## config.mk

```make
export PLATFORM = sky130hd
export DESIGN_NAME = sgt_grid_pipe
export DESIGN_NICKNAME = d
export VERILOG_FILES = /design/src/sv/sgt_pkg.sv /design/src/sv/sgt_grid_pipe.sv
export SDC_FILE = /design/constraint.sdc
export NUM_CORES = 1
export LEC_CHECK = 0
export ABC_AREA = 1
export BUFFER_PORTS_ARGS = -buffer_cell sky130_fd_sc_hd__buf_2
export CORE_UTILIZATION = 55
export DETAILED_ROUTE_END_ITERATION = 10
export GPL_ROUTABILITY_DRIVEN = 1
export PLACE_DENSITY_LB_ADDON = 0.25
export SETUP_SLACK_MARGIN = 0.5
export SYNTH_ARGS = -nofsm -noshare
export SYNTH_HDL_FRONTEND = slang
export SYNTH_SLANG_ARGS = --single-unit
```

## constraint.sdc

```tcl
create_clock -name clk -period 3.6 [get_ports clk]
set_input_delay 0.54 -clock clk [delete_from_list [all_inputs] [get_ports clk]]
set_output_delay 0.54 -clock clk [all_outputs]
set_load 0.05 [all_outputs]
```

## src/sv/sgt_pkg.sv

```systemverilog
`timescale 1ns / 1ps
// Shared widths, register indexes, colors and status types for the scope grid trace renderer.
// Depends on nothing; every other file imports it.
package sgt_pkg;

    localparam int COL_W      = 9;
    localparam int ROW_W      = 8;
    localparam int SPAN_W     = 16;
    localparam int TIDX_W     = 3;
    localparam int CFG_IDX_W  = 3;
    localparam int CFG_DATA_W = 9;
    localparam int MASK_W     = 6;
    localparam int COLOR_W    = 16;
    localparam int CLASS_W    = 4;
    localparam int LANE_W     = 9;
    localparam int MAX_TRACES = 6;

    localparam logic [CFG_IDX_W-1:0] REG_GRID_X = 3'd0;
    localparam logic [CFG_IDX_W-1:0] REG_GRID_Y = 3'd1;
    localparam logic [CFG_IDX_W-1:0] REG_CENTER_COL = 3'd2;
    localparam logic [CFG_IDX_W-1:0] REG_CENTER_ROW = 3'd3;
    localparam logic [CFG_IDX_W-1:0] REG_TRACE_MASK = 3'd4;

    localparam logic KIND_WRITE = 1'b0;
    localparam logic KIND_QUERY = 1'b1;

    localparam logic [COLOR_W-1:0] COLOR_BLACK  = 16'h0000;
    localparam logic [COLOR_W-1:0] COLOR_WHITE  = 16'hFFFF;
    localparam logic [COLOR_W-1:0] COLOR_YELLOW = 16'hFFE0;

    localparam logic [COLOR_W-1:0] TRACE_PALETTE [MAX_TRACES] = '{
        16'hF800, 16'h07E0, 16'h001F, 16'h07FF, 16'hFC00, 16'hF81F
    };

    localparam logic [CLASS_W-1:0] CLASS_BG     = 4'd0;
    localparam logic [CLASS_W-1:0] CLASS_GRID   = 4'd1;
    localparam logic [CLASS_W-1:0] CLASS_AXIS   = 4'd2;
    localparam logic [CLASS_W-1:0] CLASS_TRACE0 = 4'd3;

    typedef struct packed {
        logic valid;
        logic on_screen;
        logic on_x;
        logic on_y;
        logic axis_x;
        logic axis_y;
    } grid_status_t;

endpackage

```

## src/sv/sgt_grid_pipe.sv

```systemverilog
`timescale 1ns / 1ps
// Pipelined remainder test that decides whether a pixel lies on a vertical or horizontal grid line.
// Depends on sgt_pkg; one bit of the distance is consumed per stage for both axes.
module sgt_grid_pipe
    import sgt_pkg::*;
(
    input  logic               clk,
    input  logic               rst_n,
    input  logic               en,
    input  logic               load,
    input  logic               on_screen,
    input  logic [COL_W-1:0]   column,
    input  logic [ROW_W-1:0]   row,
    input  logic [COL_W-1:0]   center_column,
    input  logic [ROW_W-1:0]   center_row,
    input  logic [COL_W-1:0]   x_spacing,
    input  logic [ROW_W-1:0]   y_spacing,
    output grid_status_t       status
);

    logic              vld_reg [0:LANE_W];
    logic              scr_reg [0:LANE_W];
    logic              axx_reg [0:LANE_W];
    logic              axy_reg [0:LANE_W];
    logic [LANE_W-1:0] dx_reg  [0:LANE_W];
    logic [LANE_W-1:0] dy_reg  [0:LANE_W];
    logic [LANE_W-1:0] rx_reg  [0:LANE_W];
    logic [LANE_W-1:0] ry_reg  [0:LANE_W];
    logic [LANE_W-1:0] rx_next [0:LANE_W-1];
    logic [LANE_W-1:0] ry_next [0:LANE_W-1];

    logic [LANE_W-1:0] dx_in;
    logic [LANE_W-1:0] dy_in;
    logic [LANE_W:0]   spx;
    logic [LANE_W:0]   spy;

    // The distance to the center is divisible by the spacing exactly when
    // both positions share a remainder.
    assign dx_in = (column >= center_column) ? LANE_W'(column - center_column)
                                             : LANE_W'(center_column - column);
    assign dy_in = (row >= center_row) ? LANE_W'(row - center_row)
                                       : LANE_W'(center_row - row);
    assign spx = (LANE_W + 1)'(x_spacing);
    assign spy = (LANE_W + 1)'(y_spacing);

    always_comb
    begin
        logic [LANE_W:0] shx;
        logic [LANE_W:0] shy;
        for (int s = 0; s < LANE_W; s++)
        begin
            shx = {rx_reg[s], dx_reg[s][LANE_W-1-s]};
            shy = {ry_reg[s], dy_reg[s][LANE_W-1-s]};
            rx_next[s] = (shx >= spx) ? LANE_W'(shx - spx) : shx[LANE_W-1:0];
            ry_next[s] = (shy >= spy) ? LANE_W'(shy - spy) : shy[LANE_W-1:0];
        end
    end

    always_ff @(posedge clk or negedge rst_n)
    begin
        if (!rst_n)
        begin
            for (int s = 0; s <= LANE_W; s++)
            begin
                vld_reg[s] <= 1'b0;
            end
        end
        else if (en)
        begin
            vld_reg[0] <= load;
            for (int s = 1; s <= LANE_W; s++)
            begin
                vld_reg[s] <= vld_reg[s-1];
            end
        end
    end

    always_ff @(posedge clk)
    begin
        if (en)
        begin
            scr_reg[0] <= on_screen;
            axx_reg[0] <= (column == center_column);
            axy_reg[0] <= (row == center_row);
            dx_reg[0]  <= dx_in;
            dy_reg[0]  <= dy_in;
            rx_reg[0]  <= '0;
            ry_reg[0]  <= '0;
            for (int s = 1; s <= LANE_W; s++)
            begin
                scr_reg[s] <= scr_reg[s-1];
                axx_reg[s] <= axx_reg[s-1];
                axy_reg[s] <= axy_reg[s-1];
                dx_reg[s]  <= dx_reg[s-1];
                dy_reg[s]  <= dy_reg[s-1];
                rx_reg[s]  <= rx_next[s-1];
                ry_reg[s]  <= ry_next[s-1];
            end
        end
    end

    assign status.valid     = vld_reg[LANE_W];
    assign status.on_screen = scr_reg[LANE_W];
    assign status.axis_x    = axx_reg[LANE_W];
    assign status.axis_y    = axy_reg[LANE_W];
    assign status.on_x      = (x_spacing == '0) ? axx_reg[LANE_W] : (rx_reg[LANE_W] == '0);
    assign status.on_y      = (y_spacing == '0) ? axy_reg[LANE_W] : (ry_reg[LANE_W] == '0);

endmodule

```

After elaboration in Yosys (flattened, before gate mapping)

Memory sizes are Yosys's and may differ from the RTL's.
Cells that the tools add are included.

Output and inout port bits: 6
Bits in registers: 10
Memory bits (writable): 390
Memories kept: 7
Bits of input ports: 56

Memories:

| memory          | depth | bits a word | read ports | clocked after memory_dff | wr ports | line                | text |
|---|---|---|---|---|---|---|---|
| dx_reg          | 10    | 9           | 9          | 0                        | 10       | sgt_grid_pipe.sv:25 | `logic [LANE_W-1:0] dx_reg [0:LANE_W];` |
| dy_reg          | 10    | 9           | 9          | 0                        | 10       | sgt_grid_pipe.sv:26 | `logic [LANE_W-1:0] dy_reg [0:LANE_W];` |
| rx_reg          | 10    | 9           | 10         | 0                        | 10       | sgt_grid_pipe.sv:27 | `logic [LANE_W-1:0] rx_reg [0:LANE_W];` |
| ry_reg          | 10    | 9           | 10         | 0                        | 10       | sgt_grid_pipe.sv:28 | `logic [LANE_W-1:0] ry_reg [0:LANE_W];` |
| axx_reg         | 10    | 1           | 10         | 0                        | 10       | sgt_grid_pipe.sv:23 | `logic axx_reg [0:LANE_W];` |
| axy_reg         | 10    | 1           | 10         | 0                        | 10       | sgt_grid_pipe.sv:24 | `logic axy_reg [0:LANE_W];` |
| 1 more memories | -     | -           | -          | -                        | -        | -                   |  |

Reductions and logical operators: 4
Multiplexer cells: 24
Equality and inequality tests: 2
$lt $le $gt $ge: 20
Add/subtract/negate cells: 22

Operator list:

| operator                                                      | count |
|---|---|
| 9-bit 2-to-1 mux                                              | 20 |
| 9-bit subtractor                                              | 11 |
| 10-bit by 8-bit greater-or-equal comparator with 1-bit output | 9 |
| 10-bit by 9-bit greater-or-equal comparator with 1-bit output | 9 |
| 9-bit by 8-bit subtractor with 9-bit output                   | 9 |
| 9-bit logical NOT                                             | 3 |
| 8-bit by 8-bit subtractor with 9-bit output                   | 2 |
| 9-bit == test                                                 | 1 |
| 9-bit greater-or-equal comparator                             | 1 |
| 8-bit == test                                                 | 1 |
| 8-bit greater-or-equal comparator                             | 1 |
| 8-bit logical NOT                                             | 1 |
| 1-bit 2-to-1 mux                                              | 4 |

Longest topological paths before layout

Gate-level depths: netlist of run 1.
An unclocked memory read counts as a cell.

Depth after elaboration: 3
Gate-level depth with buffers: 12
Gate-level depth less buffers: 12

Worst setup path after synthesis of run 1

Ideal clock, no wire load.

Kind: input to output
From: input port y_spacing[6]
To: output port status[2] in the netlist's numbering
Stages: 4
Arrival time: 1.970 ns
Path slack: 1.090 ns
Path through: inv_1 > nand4_1 > nor3_1 > o21ai_0

RTL lines:

| what               | line                | text |
|---|---|---|
| start: declaration | sgt_grid_pipe.sv:17 | `input logic [ROW_W-1:0] y_spacing,` |
| end: declaration   | sgt_grid_pipe.sv:18 | `output grid_status_t status` |

==> metrics.yaml, run 1 <==
hold_viol: 0
r2r_cells: 12
grt_pass1_wl_um: 71330
drt_iter0_drc: 1332
cts_tree: "built"
ant_nets: 0
post_drt_wl_per_cell_um: 13.69
synth_top_area_share: 0.4166
worst-path-max-fanout: 7
setup.worst_path.class: "input port to primary output"
start_util: 0.5565
cts_resized: 0
synthCells: 2525
synth_seq_cells: 292
syn-cell-area_um2: 20320
clkTransAtPathRegs_ns: 0.06
dpl.hpwl_um: 31920
core_um2: 36520
grt.overflow.total: 0
arrival_ns: 2.12
synth.area.top_cells: "edfxtp_1 42%, nand2_1 18%, ha_1 11%, inv_1 7.5%, nand3_1 6.4%"
powerDensity_nw_per_um2: 614.2
cp.buffers_inverters: 3
startpoint_type: "input port"
syn-num-nets: 2774
pre_cts_slack_ns: 0.7364
maxCapViolCount: 0
period_needed_ns: 2.659
r2r_start: "dx_reg[4][4]"
rr_endpoint: "rx_reg[5][8]"
rrSetupSlack_ns: 1.38
dieArea_um2: 37730
first_pass_iters: 6
drv_slew: 0
critPathTopFamily: "simple AND/OR/NAND/NOR gates"
max_freq_ghz: 0.3761
htree_levels: 2
tightest_slew_ns: 0.9963
diodes: 0
outcome: "finished, final reports clean"
max-slew-margin-rel: 0.3351
ys_warn_count: 0
ir_worst_vdd_mv: 0.2972
port_buffers: 61
first_global_vias: 15240
cts.sinks: 292
antenna_found_initial: 0
routed_wl_um: 42620
syn_to_final_growth_pct: 9.819
chipWidth_um: 194.2
root_buffer: "clkbuf_16"
vias_per_cell: 5.211
yosysUniqueCellTypes: 34
die_h_um: 194.2
critPathMaxStageDelay_ns: 0.50
clockBufferDepth: 3
n_fill_cell: 3173
fin_skew_ns: 0.01334
power.leakage_nw: 11.56
crit_start: "x_spacing[5]"
final_util: 0.6111
rows: 70
cts_inserted_buffers: 34
finalNetCount: 2870
yosysSeqAreaShare: 0.4290
setup_tns_ns: 0
min_path_type: "input port to flop"
worstSetupEndpoint: "status[3]"
cp.depth: 7
drive_gt1_frac: 0.07675
slowest_stage: "nor2_1"
cp_cell_sequence: "buf_2 -> inv_1 -> nand3_1 -> nor2_1 -> nand3_1 -> nand2_1 -> buf_2"
critPathCaptureType: "primary output"
grt_usage: 0.2288
insertion_delay_ns: 0.51
cts_setup_buffers: 0
via_count: 16220
gp_congestion: 0.9343
drc: 0
setup_viol: 0
worstPathRequired_ns: 3.06
grt_max_degree: 71
fin_ws_ns: 0.9411
period_share: 0.7386
rsz0062_at_grt: "no"
syn_avg_cell_area_um2: 8.049
yosysTopAreaCell: "edfxtp_1"
num_io_pins: 62
==> metrics by stage <==
stage | area, um2 | instances | total power [mW] | hold slack (ns)
after detailed placement | 21250 | 3052 | 10.43 | 0.4045
after global routing | 22320 | 3113 | 14.78 | 0.1998
after global placement | 21250 | 3052 | 10.26 | 0.3998
after floorplan | 20320 | 2525 | 9.189 | 0.2444
final | 22320 | 3113 | 13.71 | 0.2047
after CTS | 22320 | 3113 | 13.73 | 0.1954
==> Yosys cell counts <==
| master | number |
|---|---|
| nand2_1 | 989 |
| inv_1 | 404 |
| edfxtp_1 | 282 |
| nand3_1 | 260 |
| ha_1 | 173 |
| nor2_1 | 103 |
| a21oi_1 | 80 |
| xor2_1 | 59 |
| fa_1 | 20 |
| nand2_2 | 18 |
| nand4_1 | 16 |
| nand2_4 | 13 |
| nor2_4 | 11 |
| nor3_1 | 11 |
| dfrtp_1 | 10 |
| o21ai_0 | 9 |
| a31oi_2 | 8 |
| buf_4 | 8 |
| nand4_2 | 8 |
| a21oi_2 | 6 |
| a21oi_4 | 6 |
| xnor2_1 | 4 |
| a31oi_1 | 3 |
| inv_2 | 3 |
| nand3_2 | 3 |
| nand3b_1 | 3 |
| nor4_1 | 3 |
| or2_2 | 3 |
| buf_6 | 2 |
| clkbuf_1 | 2 |
| nor2_2 | 2 |
| buf_2 | 1 |
| o21ai_1 | 1 |
| or2_1 | 1 |
==> layer usage <==
| layer | GRT usage | up-vias | share of wire |
|---|---|---|---|
| met4 | 0.06820 | 0 | 0.023 |
| li1 | - | 8342 | - |
| met1 | 0.3225 | 7412 | 0.47 |
| met2 | 0.3717 | 390 | 0.45 |
| met5 | 0 | - | 0 |
| met3 | 0.02644 | 78 | 0.050 |
==> final cells by class <==
type | instances | area (um2) | share of cell area
clock inverter | 19 | 130.1 | 0.005830
sequential | 292 | 8718 | 0.3906
inverter | 407 | 1528 | 0.06845
tap | 468 | 585.6 | 0.02623
multi-input combinational | 1813 | 9983 | 0.4473
timing repair buffer | 73 | 445.4 | 0.01996
clock buffer | 41 | 929.6 | 0.04165
==> worst min-delay path by stage <==
stage                    start          to  slack, ns  cells past startpoint
floorplan                rst_n   status[5]       0.24                      0
global placement         rst_n   status[5]       0.40                      1
detailed placement  axx_reg[7]  axx_reg[8]       0.40                      0
CTS                  on_screen  scr_reg[0]       0.20                      1
global route         on_screen  scr_reg[0]       0.20                      1
finish               on_screen  scr_reg[0]       0.20                      1
==> layout by cell type, fill, tap and decap left out, types with 4 or more instances in the layout <==
cell type / count
buf_4: 8
clkbuf_1: 4
clkbuf_16: 36
clkinvlp_4: 4
nand4_1: 16
nand2_2: 18
a21oi_4: 6
xnor2_1: 4
nand4_2: 8
o21ai_0: 9
nand2_4: 13
clkinv_2: 6
a21oi_2: 6
dfrtp_1: 10
nor2_1: 103
nor3_1: 11
edfxtp_1: 282
inv_1: 404
fa_1: 20
a21oi_1: 80
nand3_1: 260
xor2_1: 59
buf_2: 60
clkinv_1: 6
nor2_4: 11
ha_1: 173
nand2_1: 989
a31oi_2: 8
==> worst reg2reg max path, delay by kind of cell, from the launching register on <==
kind,cells,cell delay (ns)
adders and majority gates,2,0.53
buffers and inverters,2,0.14
DFF,1,0.43
and+or+nand+nor,8,0.86
==> logic make-up (layout without fill, tap and decap cells) <==
kind of cell,Yosys count,in the layout,synth area share
compound gates,113,113,0.03540
xor+xnor,63,63,0.02715
fa+ha+maj,193,193,0.1262
buf+inv,420,540,0.07984
flops,292,292,0.4290
simple gates,1444,1444,0.3025
==> what timing repair did <==
action / in CTS / in global routing
hold buffers: 1 / 0
setup endpoints to repair: 0 / 0
endpoints found under the hold margin: 10 / 0
==> report_power, final <==
part	leakage, nW	switching [mW]	internal, mW	total, mW
Clock	0.512	1.35	1.92	3.27
Combinational	8.13	3.37	1.89	5.26
Sequential	2.91	0.427	4.75	5.18
Total	11.6	5.15	8.56	13.7
No activity file was read; power rests on OpenSTA's default activity.
==> run 2: changes to the inputs <==
==> constraint.sdc (replaced) <==
create_clock -name clk -period 2.6 [get_ports clk]
set_input_delay 0.39 -clock clk [delete_from_list [all_inputs] [get_ports clk]]
set_output_delay 0.39 -clock clk [all_outputs]
set_load 0.05 [all_outputs]
==> run 2 against run 1 <==
  * Die area unchanged
  * Sequential share of layout area shrank 1.7 points
  * Largest power group unchanged
  * First-iteration DRC count decreased by 23%
  * Final area rose by 4.6%
  * Worst setup slack got worse by 0.42 ns
==> metrics.yaml, run 2 (synthesized netlist as in run 1, its figures left out) <==
outcome: "finished, final reports clean"
hold_end: "vld_reg[9]"
arrival_ns: 1.69
startpoint_type: "flop"
powerDensity_nw_per_um2: 853.1
core_um2: 36520
via_count: 16730
finalNetCount: 2932
grt.overflow.total: 0
tightest_slew_ns: 0.4963
clockBufferDepth: 3
setup_viol: 0
critPathCaptureType: "primary output"
min-delay-start: "load"
cts_inserted_buffers: 34
fin_ws_ns: 0.5225
fin_skew_ns: 0.02037
diodes: 0
antenna_found_initial: 0
vias_per_cell: 5.268
cts.sinks: 292
drt_iter0_drc: 1022
ir_worst_vdd_mv: 0.3683
r2r_start: "dx_reg[4][4]"
maxCapViolCount: 0
dieArea_um2: 37730
post_drt_wl_per_cell_um: 14.07
rows: 70
first_global_vias: 15900
r2r_cells: 12
dpl_cell_area_um2: 21520
num_io_pins: 62
max-slew-margin-rel: 0.6681
total_power_mw: 19.91
hold_viol: 0
clkTransAtPathRegs_ns: 0.06
pre_cts_slack_ns: 0.1820
grt_usage: 0.2358
max_freq_ghz: 0.4813
worstPathRequired_ns: 2.21
root_buffer: "clkbuf_16"
port_buffers: 61
worst-path-max-fanout: 1
syn_to_final_growth_pct: 14.85
period_share: 0.7990
grt_pass1_wl_um: 73180
start_util: 0.5565
seq_area_um2: 8718
n_fill_cell: 3013
period_needed_ns: 2.078
final_common_cell: "nand2_1"
gp_congestion: 0.9201
first_pass_iters: 5
die_h_um: 194.2
layout_common_cells: "946 x nand2_1, 399 x inv_1, 282 x edfxtp_1"
cp_cell_sequence: "nor3_4 -> nand4_1 -> o21ai_1 -> buf_6"
rr_endpoint: "rx_reg[5][6]"
min_path_type: "input port to flop"
multi_input_area_um2: 10450
grt_max_degree: 79
setup.worst_path.class: "flop to primary output"
hold_depth: 3
insertion_delay_ns: 0.53
final_cell_area_um2: 23340
dpl.hpwl_um: 32000
setup_tns_ns: 0
ant_nets: 0
htree_levels: 2
critPathMaxStageDelay_ns: 0.41
cts_tree: "built"
power.leakage_nw: 12.01
drive_gt1_frac: 0.1259
drv_slew: 0
slowest_stage: "edfxtp_1"
rsz0062_at_grt: "yes"
chipWidth_um: 194.2
routed_wl_um: 44690
rrSetupSlack_ns: 0.56
crit_start: "ry_reg[9][8]"
drc: 0
[run 2: cell count changes in the layout (fill, tap and decap cells not counted), moves of 4 or more]
cell	previous run	this run
nor2_4	11	18
nand2_4	13	27
buf_12	3	9
inv_2	3	7
bufinv_16	1	5
inv_1	404	399
fa_2	0	16
buf_4	8	52
nand2_2	18	47
nand2_1	989	946
nand4_4	0	8
fa_1	20	4
nand4_2	8	2
[run 2: cell type report]
cell class / instances / area share
Tap cell: 468 / 0.02508
Clock inverter: 23 / 0.01152
Clock buffer: 38 / 0.03709
Timing Repair Buffer: 124 / 0.03956
Inverter: 407 / 0.06561
Sequential cell: 292 / 0.3735
Multi-Input combinational cell: 1824 / 0.4477
[run 2: through the flow]
step | hold WS [ns] | utilization | instances
global route | 0.05502 | 0.6392 | 3176
finish | 0.06658 | 0.6392 | 3176
CTS | 0.05195 | 0.6246 | 3148
global placement | 0.2505 | 0.5891 | 3076
detailed placement | 0.2594 | 0.5891 | 3076
floorplan | 0.09441 | - | 2525
[run 2: report_power, final]
part	internal, mW	switching [mW]	total, mW
logic	2.91	4.94	7.85
clock network	2.92	1.89	4.81
registers	6.58	0.663	7.25
total	12.4	7.50	19.9
[run 2: timing repair]
item,CTS,global route
hold buffers,1,0
cloned,3,8
pin swaps,3,26
setup endpoints to repair,58,146
resized for setup,19,90
hold endpoints to repair,10,0
buffers inserted,7,20
[run 2: layer usage]
layer	routed length [um]	GRT usage
met5	0	0
met4	1299	0.08877
met3	2458	0.02922
met2	20920	0.3936
met1	20010	0.3149
[run 2: worst max-delay path: cells and delay by family (launching register included)]
kind | cells | cell delay, ns
AO/OA/AOI/OAI | 1 | 0.18
flip-flops | 1 | 0.41
buffers and inverters | 1 | 0.18
AND/OR/NAND/NOR | 2 | 0.40
[run 2: how the worst max path moves through the flow]
stage / to / slack [ns] / cells after the start
after floorplan: rx_reg[5][1] / 0.46 / 10
after global routing: status[2] / 0.44 / 4
after detailed placement: ry_reg[2][6] / 0.18 / 10
after CTS: ry_reg[4][5] / 0.50 / 11
after global placement: ry_reg[2][6] / 0.21 / 10
final: status[2] / 0.52 / 4
